**src/rtl/ghi_pkg.sv**
```systemverilog
// Shared types, widths and constants of the gyro heading integrator.
package ghi_pkg;

  localparam int RAW_W   = 16;
  localparam int TIME_W  = 32;
  localparam int SET_W   = 27;
  localparam int HEAD_W  = 27;
  localparam int HOUT_W  = 26;
  localparam int RATE_W  = 25;
  localparam int BIAS_W  = 24;
  localparam int GAIN_W  = 24;
  localparam int MAX_W   = 25;
  localparam int MIN_W   = 26;
  localparam int TURN_W  = 26;
  localparam int DATA_W  = 32;
  localparam int ADDR_W  = 4;
  localparam int RFRAC_W = 8;
  localparam int MOP_W   = 25;
  localparam int MPROD_W = 2 * MOP_W;
  localparam int P_W     = 44;
  localparam int PLO_W   = 22;
  localparam int PG_W    = 46;
  localparam int D_SHIFT = 40 - PLO_W;
  localparam int HW_W    = 30;

  localparam logic [GAIN_W-1:0]        GAIN_RST = GAIN_W'(2148664);
  localparam logic [MAX_W-1:0]         HMAX_RST = MAX_W'(11796480);
  localparam logic signed [MIN_W-1:0]  HMIN_RST = -MIN_W'(11796480);
  localparam logic [TURN_W-1:0]        TURN_RST = TURN_W'(23592960);

  typedef enum logic [1:0] {
    CMD_CAL    = 2'd0,
    CMD_UPDATE = 2'd1,
    CMD_RESET  = 2'd2,
    CMD_SET    = 2'd3
  } cmd_e;

  typedef enum logic [1:0] {
    REG_GAIN = 2'd0,
    REG_HMAX = 2'd1,
    REG_HMIN = 2'd2,
    REG_TURN = 2'd3
  } reg_e;

  typedef enum logic [3:0] {
    ST_IDLE,
    ST_DECODE,
    ST_MUL_P,
    ST_MUL_LO,
    ST_MUL_HI,
    ST_SUM,
    ST_ACC,
    ST_WRAP_HI,
    ST_WRAP_LO,
    ST_CLAMP,
    ST_FIN
  } state_e;

  typedef struct packed {
    logic [GAIN_W-1:0]       gain;
    logic [MAX_W-1:0]        hmax;
    logic signed [MIN_W-1:0] hmin;
    logic [TURN_W-1:0]       turn;
  } cfg_t;

  typedef struct packed {
    logic capture;
    logic cal_step;
    logic rst_head;
    logic set_load;
    logic upd_start;
    logic ld_p;
    logic ld_lo;
    logic ld_hi;
    logic ld_delta;
    logic ld_acc;
    logic wrap_hi;
    logic wrap_lo;
    logic clamp;
    logic out_load;
  } dp_cmd_t;

  typedef struct packed {
    cmd_e cmd;
    logic calibrated;
  } dp_sts_t;

endpackage

```
**src/rtl/ghi_ctrl.sv**
```systemverilog
// Sequencing state machine and output handshake of the gyro heading integrator.
module ghi_ctrl (
  input  logic             clk_i,
  input  logic             rst_ni,
  input  logic             in_valid_i,
  output logic             in_ready_o,
  output logic             out_valid_o,
  input  logic             out_ready_i,
  input  ghi_pkg::dp_sts_t sts_i,
  output ghi_pkg::dp_cmd_t dp_cmd_o
);

  ghi_pkg::state_e state_q;
  ghi_pkg::state_e state_d;
  logic            out_valid_q;
  logic            out_valid_d;
  logic            out_free;

  assign out_free    = !out_valid_q || out_ready_i;
  assign in_ready_o  = (state_q == ghi_pkg::ST_IDLE);
  assign out_valid_o = out_valid_q;

  always_comb begin
    state_d = state_q;
    unique case (state_q)
      ghi_pkg::ST_IDLE:    if (in_valid_i) state_d = ghi_pkg::ST_DECODE;
      ghi_pkg::ST_DECODE: begin
        unique case (sts_i.cmd)
          ghi_pkg::CMD_SET:    state_d = ghi_pkg::ST_WRAP_HI;
          ghi_pkg::CMD_UPDATE: state_d = sts_i.calibrated ? ghi_pkg::ST_MUL_P
                                                          : ghi_pkg::ST_FIN;
          default:             state_d = ghi_pkg::ST_FIN;
        endcase
      end
      ghi_pkg::ST_MUL_P:   state_d = ghi_pkg::ST_MUL_LO;
      ghi_pkg::ST_MUL_LO:  state_d = ghi_pkg::ST_MUL_HI;
      ghi_pkg::ST_MUL_HI:  state_d = ghi_pkg::ST_SUM;
      ghi_pkg::ST_SUM:     state_d = ghi_pkg::ST_ACC;
      ghi_pkg::ST_ACC:     state_d = ghi_pkg::ST_WRAP_HI;
      ghi_pkg::ST_WRAP_HI: state_d = ghi_pkg::ST_WRAP_LO;
      ghi_pkg::ST_WRAP_LO: state_d = ghi_pkg::ST_CLAMP;
      ghi_pkg::ST_CLAMP:   state_d = ghi_pkg::ST_FIN;
      ghi_pkg::ST_FIN:     if (out_free) state_d = ghi_pkg::ST_IDLE;
      default:             state_d = ghi_pkg::ST_IDLE;
    endcase
  end

  always_comb begin
    dp_cmd_o = '0;
    unique case (state_q)
      ghi_pkg::ST_IDLE:    dp_cmd_o.capture = in_valid_i;
      ghi_pkg::ST_DECODE: begin
        dp_cmd_o.cal_step  = (sts_i.cmd == ghi_pkg::CMD_CAL);
        dp_cmd_o.rst_head  = (sts_i.cmd == ghi_pkg::CMD_RESET);
        dp_cmd_o.set_load  = (sts_i.cmd == ghi_pkg::CMD_SET);
        dp_cmd_o.upd_start = (sts_i.cmd == ghi_pkg::CMD_UPDATE) && sts_i.calibrated;
      end
      ghi_pkg::ST_MUL_P:   dp_cmd_o.ld_p     = 1'b1;
      ghi_pkg::ST_MUL_LO:  dp_cmd_o.ld_lo    = 1'b1;
      ghi_pkg::ST_MUL_HI:  dp_cmd_o.ld_hi    = 1'b1;
      ghi_pkg::ST_SUM:     dp_cmd_o.ld_delta = 1'b1;
      ghi_pkg::ST_ACC:     dp_cmd_o.ld_acc   = 1'b1;
      ghi_pkg::ST_WRAP_HI: dp_cmd_o.wrap_hi  = 1'b1;
      ghi_pkg::ST_WRAP_LO: dp_cmd_o.wrap_lo  = 1'b1;
      ghi_pkg::ST_CLAMP:   dp_cmd_o.clamp    = 1'b1;
      ghi_pkg::ST_FIN:     dp_cmd_o.out_load = out_free;
      default:             dp_cmd_o = '0;
    endcase
  end

  always_comb begin
    out_valid_d = out_valid_q;
    if (dp_cmd_o.out_load) begin
      out_valid_d = 1'b1;
    end else if (out_ready_i) begin
      out_valid_d = 1'b0;
    end
  end

  always_ff @(posedge clk_i or negedge rst_ni) begin
    if (!rst_ni) begin
      state_q     <= ghi_pkg::ST_IDLE;
      out_valid_q <= 1'b0;
    end else begin
      state_q     <= state_d;
      out_valid_q <= out_valid_d;
    end
  end

endmodule

```
**config.mk**
```make
export PLATFORM = sky130hd
export DESIGN_NAME = ghi_ctrl
export DESIGN_NICKNAME = d
export VERILOG_FILES = /design/src/rtl/ghi_pkg.sv /design/src/rtl/ghi_ctrl.sv
export SDC_FILE = /design/constraint.sdc
export NUM_CORES = 1
export LEC_CHECK = 0
export BUFFER_PORTS_ARGS = -buffer_cell sky130_fd_sc_hd__buf_2
export CAP_MARGIN = 20
export CELL_PAD_IN_SITES_DETAIL_PLACEMENT = 1
export CELL_PAD_IN_SITES_GLOBAL_PLACEMENT = 1
export CORE_UTILIZATION = 28
export DETAILED_ROUTE_END_ITERATION = 16
export GPL_TIMING_DRIVEN = 0
export PLACE_DENSITY_LB_ADDON = 0.1
export SLEW_MARGIN = 20
export SYNTH_ARGS = -nofsm -noshare
export SYNTH_HDL_FRONTEND = slang
export SYNTH_SLANG_ARGS = --single-unit
```
**constraint.sdc**
```tcl
create_clock -name clk_i -period 1.7 [get_ports clk_i]
set_clock_uncertainty 0.1 [all_clocks]
set_input_delay 0.17 -clock clk_i [delete_from_list [all_inputs] [get_ports clk_i]]
set_output_delay 0.17 -clock clk_i [all_outputs]
set_load 0.1 [all_outputs]
```
==> out/qor.csv, run 1 <==
metric,value,unit
worstMarginPinSlew,514.2,ps
grt-ovfl-total,0,
cp-start-kind,flip-flop,
core,1334,µm²
hold_path_class,input port to flip-flop,
die_area,1632,µm²
rsz0062_at_grt,true,
ys_ff_latch,5,
cts_tree,done,
cts_sinks,5,
grt_first_pass_wirelength,1.987,mm
final_nets,98,
rr_startpoint,state_q[1]$_DFFE_PN0P_,
yosysWarnings,0,
slew_viol_final,0,
hold_start,out_ready_i,
synth_top_area_frac,0.3030,
avgViaCountPerCell,5.476,
synthesis.nets,57,
ys_types,25,
fp.dieH,40.40,µm
start_util,0.3096,
synthCells,50,
synth.largest_area_cell,dfrtp_1,
async_flop_share,1.000,
grt_max_degree,11,
syn_area,412.9,µm²
num_antenna_cells,0,
wirelength,2.324,mm
hpwl,854.3,µm
gp_congestion,0.7197,
ant_nets,0,
die_w,40.40,µm
hold_ws,53.25,ps
clock_latency,250,ps
violations,negative setup slack,
dr.pass1.iters,4,
r2r_setup_slack,100,ps
fillerInstances,117,
drive_gt1_frac,0.7111,
setup_slack,-278.2,ps
startpoint,state_q[1]$_DFFE_PN0P_,
cts.root.buffer_cell,clkbuf_4,
area_delta_synth_final,148.5,%
max_freq,0.5055,GHz
seq_area,126.4,µm²
holdPathStages,2,
worst_ep_required_time,1430,ps
timing.critical_path.cells,buf_6 > nor4b_4 > nor3b_4 > buf_12,
route.detailed.drc,0,
antenna_found_initial,0,
clk_pin_slew_worst_paths,60,ps
vias,575,
layout_min_cycle_time,1978,ps
final_area,1026,µm²
r2r_cells,5,
ioPinCount,23,
clock_path_buffers,2,
htreeDepth,1,
leakage,0.4296,nW
hold_end,out_valid_o$_DFFE_PN0P_,
worstSetupPathType,flip-flop to output port,
place_area,649.4,µm²
drt_iter0_drc,6,
fp-row-count,13,
grt_usage,0.1931,
pre_cts_slack,-219.2,ps
synth.top_cells.by_count,"dfrtp_1 (5), a21oi_1 (4), nand2b_1 (4), nor2_1 (4), nor3_1 (4)",
crit_arrival,1710,ps
irDropWorstVdd,1.166,mV
port-buffer-count,22,
power.density,2260,nW/µm²
reg2reg_to,state_q[3]$_DFFE_PN0P_,
multi_input_area,367.9,µm²
hold_viol,0,
finalSetupViolCount,12,
grt_pass1_vias,455,
synth_edf_count,0,
numCtsBuffers,3,
cp-end-kind,output port,
fin_crit_sh,1.164,
seq_area_frac_synth,0.3030,
yosysMostFrequentCell,dfrtp_1,
crit_fanout,5,
slew_headroom,0.6595,
synth_ff_type,dfrtp_1,
status,finished with violations,
cpPeakStageDelay,410,ps
avgRoutedWirePerCell,22.13,µm
avgSynthCellArea,8.258,µm²
drv_cap,0,
cp_slowest_cell,nor4b_4,
synth.area.top_cells,"dfrtp_1 (30%), nand2b_1 (6.1%), nor4b_4 (5.8%)",
critical path, delay by kind of cell, from the launching register on:
| family | cells | cell delay (ps) |
|---|---|---|
| flip-flops | 1 | 400 |
| buffers and inverters | 2 | 340 |
| AND/OR/NAND/NOR | 2 | 710 |
flip-flops by register name, summed over array words and instances, names as in the netlist:
register,count
out_valid_o,1
state_q,4
cells in the final DEF, fill, tap and decap left out, types with 2 or more instances in the layout:
master	count
o21ai_0	2
nand2_1	3
nor2_4	4
inv_1	2
buf_4	13
buf_6	7
buf_8	2
nor3_4	3
a21oi_1	4
nand2b_4	2
buf_12	11
clkbuf_4	3
buf_2	7
dfrtp_1	4
report_power, final:
| part | internal, mW | leakage [nW] | total [mW] | switching (mW) |
|---|---|---|---|---|
| clock network | 0.0899 | 0.0150 | 0.155 | 0.0654 |
| logic | 0.724 | 0.352 | 1.95 | 1.23 |
| registers | 0.169 | 0.0627 | 0.213 | 0.0437 |
| total | 0.983 | 0.430 | 2.32 | 1.34 |
per-stage QoR:
step | instances | TNS [ps] | power, mW | utilization
3_3_place_gp | 87 | -945.1 | 1.534 | 0.4869
4_1_cts | 99 | -903.0 | 1.979 | 0.6717
2_1_floorplan | 50 | -2557 | 1.371 | -
3_5_place_dp | 87 | -985.5 | 1.546 | 0.4869
5_1_grt | 105 | -2252 | 2.390 | 0.7692
6_report | 105 | -1707 | 2.318 | 0.7692
final cells by class:
type                            instances  share of cell area
Buffer                                  5             0.05122
Multi-Input combinational cell         37              0.3585
Timing Repair Buffer                   36              0.4085
Sequential cell                         5              0.1232
Tap cell                               15             0.01829
Inverter                                3             0.01463
Clock buffer                            4             0.02561
logic make-up (layout without fill, tap and decap cells):
group / after synthesis / after routing / share of synthesized area
buffers and inverters: 8 / 48 / 0.1151
DFF: 5 / 5 / 0.3030
and+or+nand+nor: 27 / 27 / 0.4303
AOI/OAI and AO/OA: 10 / 10 / 0.1515
per-layer routing:
metal / wire (µm) / GRT usage / part of all wire / vias up
li1: - / - / - / 257
met4: 82 / 0 / 0.035 / 0
met5: 0 / 0 / 0 / -
met1: 932 / 0.2375 / 0.40 / 276
met3: 156 / 0.08333 / 0.067 / 8
met2: 1152 / 0.3294 / 0.50 / 34
how the worst max path moves through the flow:
stage	slack, ps	depth (start not counted)	to
after floorplan	-710	3	dp_cmd_o[13]
after global placement	-240	5	dp_cmd_o[10]
after detailed placement	-220	5	dp_cmd_o[10]
after CTS	-210	4	dp_cmd_o[12]
after global routing	-330	4	dp_cmd_o[12]
final	-280	4	dp_cmd_o[12]
repair_timing:
item | CTS | global route
buffers inserted | 7 | 6
endpoints found under the hold margin | 5 | 0
hold buffers | 1 | 0
pin swaps | 1 | 7
endpoints found under the setup margin | 15 | 15
gates resized for setup | 46 | 20
Power figures use the tool's default switching activity.
==> inputs of run 2 (changes only) <==
--- a/config.mk
+++ b/config.mk
@@ -13,6 +13,7 @@
 export DETAILED_ROUTE_END_ITERATION = 16
 export GPL_TIMING_DRIVEN = 0
 export PLACE_DENSITY_LB_ADDON = 0.1
+export REMOVE_ABC_BUFFERS = 1
 export SLEW_MARGIN = 20
 export SYNTH_ARGS = -nofsm -noshare
 export SYNTH_HDL_FRONTEND = slang
==> run 2 against run 1 <==
  * Worst setup slack improved by 240 ps
  * Final area decreased by 21%
  * Critical endpoint is now dp_cmd_o[13]
  * Worst hold slack improved by 22 ps
  * Die area is the same
  * Flip-flop and latch count stayed put
  * The flow still finishes with violations (negative setup slack)
  * Sequential share of layout area up 3.7 points
  * Global-route usage down 4.0 points
  * Routed wire length fell by 47%
==> out/qor.csv, run 2 (synthesis gave the netlist of run 1 again) <==
metric,value,unit
status,finished with violations,
violations,negative setup slack,
final_common_cell,buf_4,
clock_path_buffers,2,
num_antenna_cells,0,
hold_viol,0,
hpwl,760.7,µm
avgRoutedWirePerCell,12.55,µm
hold_path_class,input port to flip-flop,
grt_usage,0.1531,
area_delta_synth_final,96.67,%
crit_arrival,1470,ps
wl_met2,661,µm
m1WireLength,541,µm
reg2reg_to,state_q[0]$_DFFE_PN0P_,
slew_headroom,0.6804,
layout_min_cycle_time,1742,ps
fp.dieH,40.40,µm
route.detailed.drc,0,
ioPinCount,23,
cp-start-kind,flip-flop,
cts_sinks,5,
clk_pin_slew_worst_paths,40,ps
drv_cap,0,
startpoint,state_q[1]$_DFFE_PN0P_,
ant_nets,0,
grt_pass1_vias,391,
largest_reg_flops,4,
setup_slack,-41.58,ps
grt-ovfl-total,0,
worstMarginPinSlew,482.8,ps
rsz0062_at_grt,true,
cts_tree,done,
r2r_setup_slack,100,ps
hold_start,out_ready_i,
crit_fanout,9,
route.met3.wl,39,µm
slew_viol_final,0,
regMostFlops,state_q,
layout_common_cells,"buf_4 (13), buf_2 (7), buf_6 (7)",
worst_ep_required_time,1430,ps
die_w,40.40,µm
vias,488,
clock_latency,230,ps
grt_first_pass_wirelength,1.662,mm
final_nets,92,
core,1334,µm²
port-buffer-count,22,
cts.root.buffer_cell,clkbuf_4,
grt_max_degree,13,
finalSetupViolCount,4,
dr.pass1.iters,2,
top_layer_used,met3,
drive_gt1_frac,0.6310,
start_util,0.3096,
gp_congestion,0.6330,
antenna_found_initial,0,
max_freq,0.5742,GHz
htreeDepth,1,
drt_iter0_drc,3,
worstSetupPathType,flip-flop to output port,
wirelength,1.242,mm
r2r_cells,7,
avgViaCountPerCell,4.929,
crit_end,dp_cmd_o[13],
numCtsBuffers,3,
fin_crit_sh,1.024,
die_area,1632,µm²
cp-end-kind,output port,
rr_startpoint,state_q[2]$_DFFE_PN0P_,
fp-row-count,13,
hold_ws,75.36,ps
run 2: metal layers:
layer / up-vias / global-route usage
li1: 245 / -
met1: 229 / 0.1839
met2: 14 / 0.2897
met3: 0 / 0.03333
met4: 0 / 0
met5: - / 0
run 2: stage by stage:
step           TNS, ps  utilization  instance area (µm²)  std cells  setup slack, ps
3_5_place_dp    -434.9       0.3790                505.5         82           -123.7
4_1_cts         -390.1       0.5328                710.7         96           -109.3
5_1_grt         -601.0       0.6088                812.0         99           -128.5
6_report        -139.1       0.6088                812.0         99           -41.58
3_3_place_gp    -431.3       0.3790                505.5         82           -121.1
2_1_floorplan   -15400            -                376.6         45            -3044
run 2: how the worst min path moves through the flow:
stage	to	slack [ps]	cells past startpoint
floorplan	out_valid_o$_DFFE_PN0P_	-230	0
global placement	out_valid_o$_DFFE_PN0P_	-110	1
detailed placement	out_valid_o$_DFFE_PN0P_	-110	1
CTS	out_valid_o$_DFFE_PN0P_	60	2
global route	out_valid_o$_DFFE_PN0P_	70	2
finish	out_valid_o$_DFFE_PN0P_	80	2
run 2: cell type report:
class / instances / area, µm²
timing repair buffer: 35 / 344.1
multi-input combinational: 37 / 281.5
inverter: 3 / 11.26
fill: 151 / 521.8
sequential: 5 / 130.1
clock buffer: 4 / 26.28
tap: 15 / 18.77
run 2: critical path, stage by stage, from the launching register on:
cell	delay [ps]
dfrtp_2	430
buf_4	170
nor4_1	230
and2_1	210
buf_8	200
run 2: timing repair:
item | 4_1_cts | 5_1_grt
hold buffers | 1 | 0
endpoints found under the hold margin | 5 | 0
setup endpoints to repair | 15 | 14
pin swaps | 4 | 2
cloned | 0 | 0
setup buffers | 9 | 3
resized for setup | 35 | 20
Power of run 2 is not shown: default switching activity piles up to over one toggle a cycle in this logic, so the estimate is an artifact.
==> inputs of run 3 (changes only) <==
--- a/config.mk
+++ b/config.mk
@@ -9,10 +9,11 @@
 export CAP_MARGIN = 20
 export CELL_PAD_IN_SITES_DETAIL_PLACEMENT = 1
 export CELL_PAD_IN_SITES_GLOBAL_PLACEMENT = 1
+export CORE_MARGIN = 10
 export CORE_UTILIZATION = 28
 export DETAILED_ROUTE_END_ITERATION = 16
 export GPL_TIMING_DRIVEN = 0
-export PLACE_DENSITY_LB_ADDON = 0.1
+export PLACE_DENSITY_LB_ADDON = 0.12
 export REMOVE_ABC_BUFFERS = 1
 export SLEW_MARGIN = 20
 export SYNTH_ARGS = -nofsm -noshare
==> run 3 against run 2 <==
  * Via count is 8.6% higher
  * Sequential share of layout area is 0.27 points lower
  * Clock-buffer cell count stayed put
  * The run still ends with negative setup slack left
  * Largest cell class unchanged
  * Critical endpoint is now dp_cmd_o[10]
  * Worst setup slack worse by 66 ps
  * Flip-flop and latch count stayed put
==> out/qor.csv, run 3 (synthesis gave the netlist of run 1 again) <==
metric,value,unit
status,finished with violations,
violations,negative setup slack,
cts_sinks,5,
grt_usage,0.08258,
port-buffer-count,22,
hpwl,1.031,mm
crit_arrival,1540,ps
hold_path_class,input port to flip-flop,
slew_viol_final,0,
grt_pass1_vias,486,
clock_path_buffers,2,
dr.pass1.iters,4,
grt-ovfl-total,0,
startpoint,state_q[2]$_DFFE_PN0P_,
avgRoutedWirePerCell,18.80,µm
hold_start,out_ready_i,
gp_congestion,0.6803,
worstMarginPinSlew,486.5,ps
setup_slack,-107.2,ps
die_area,3411,µm²
ioPinCount,23,
largest_reg_flops,4,
worstSetupPathType,flip-flop to output port,
multi_input_area,294.0,µm²
cp-end-kind,output port,
clock_latency,250,ps
cp-start-kind,flip-flop,
cts.root.buffer_cell,clkbuf_4,
antenna_found_initial,0,
drv_cap,0,
core,1350,µm²
fp.dieH,58.40,µm
hold_ws,87.08,ps
fillerInstances,144,
fin_crit_sh,1.063,
route.met3.wl,119,µm
timing.critical_path.cells,nor4b_4 > buf_4 > nand3_4 > inv_2 > buf_12,
final_common_cell,buf_4,
cpPeakStageDelay,470,ps
final_nets,90,
route.detailed.drc,0,
top_layer_used,met4,
layout_common_cells,"buf_4 (10), buf_2 (7), buf_12 (6)",
numCtsBuffers,3,
rsz0062_at_grt,true,
die_w,58.40,µm
seq_area,130.1,µm²
rr_startpoint,state_q[0]$_DFFE_PN0P_,
cp_slowest_cell,dfrtp_2,
finalSetupViolCount,7,
fp-row-count,13,
area_delta_synth_final,100.0,%
avgViaCountPerCell,5.464,
clk_pin_slew_worst_paths,50,ps
slew_headroom,0.6779,
grt_max_degree,13,
htreeDepth,1,
worst_ep_required_time,1430,ps
num_antenna_cells,0,
cts_tree,done,
start_util,0.3058,
crit_fanout,8,
grt_first_pass_wirelength,2.311,mm
drt_iter0_drc,2,
wl_met2,897,µm
hold_viol,0,
ant_nets,0,
max_freq,0.5533,GHz
wirelength,1.824,mm
vias,530,
drive_gt1_frac,0.6585,
layout_min_cycle_time,1807,ps
regMostFlops,state_q,
m1WireLength,791,µm
[run 3: changes by cell type in the layout (fill, tap and decap cells not counted), moves of 2 or more]
cell,before,now
buf_6,7,4
buf_12,4,6
clkbuf_8,2,4
buf_4,13,10
[run 3: what timing repair did]
item,in CTS,in global routing
hold buffers,1,0
hold endpoints to repair,5,0
resized for setup,36,27
pin swaps,4,0
setup endpoints to repair,15,15
buffers inserted,6,4
[run 3: worst paths after layout]
check / end / slack (ps) / depth (start not counted)
worst max-delay path: dp_cmd_o[10] / -110 / 5
worst min-delay path: out_valid_o$_DFFE_PN0P_ / 90 / 2
worst max register to register: state_q[3]$_DFFE_PN0P_ / 120 / 3
worst min register to register: out_valid_o$_DFFE_PN0P_ / 530 / 2
max in group asynchronous: state_q[0]$_DFFE_PN0P_ / 1140 / 2
min in group asynchronous: state_q[2]$_DFFE_PN0P_ / 190 / 2
[run 3: stage by stage]
stage | setup TNS (ps) | setup WS, ps | utilization | instances | instance area [µm²]
floorplan | -15400 | -3044 | - | 45 | 376.6
global placement | -456.5 | -127.9 | 0.3744 | 82 | 505.5
detailed placement | -516.8 | -144.6 | 0.3744 | 82 | 505.5
CTS | -435.3 | -128.1 | 0.5134 | 93 | 693.2
global route | -1121 | -178.3 | 0.6117 | 97 | 825.8
finish | -388.6 | -107.2 | 0.6117 | 97 | 825.8
[run 3: area by class of cell]
class                   count  area share
well taps                  15     0.02273
clock buffers               4     0.03182
flip-flops and latches      5      0.1576
repair buffers             33      0.4182
inverters                   3     0.01364
multi-input cells          37      0.3561
[run 3: routing by layer]
metal / global-route usage / vias to the layer above
met1: 0.09553 / 268
met5: 0 / -
met3: 0.04077 / 2
met2: 0.1229 / 20
li1: - / 240
met4: 0.04027 / 0
[run 3: worst max-delay path, delay by kind of cell (launching register included)]
family	cells	cell delay (ps)
DFF	1	470
buffers and inverters	3	420
and+or+nand+nor	2	390
Power of run 3 is left out for the same reason.
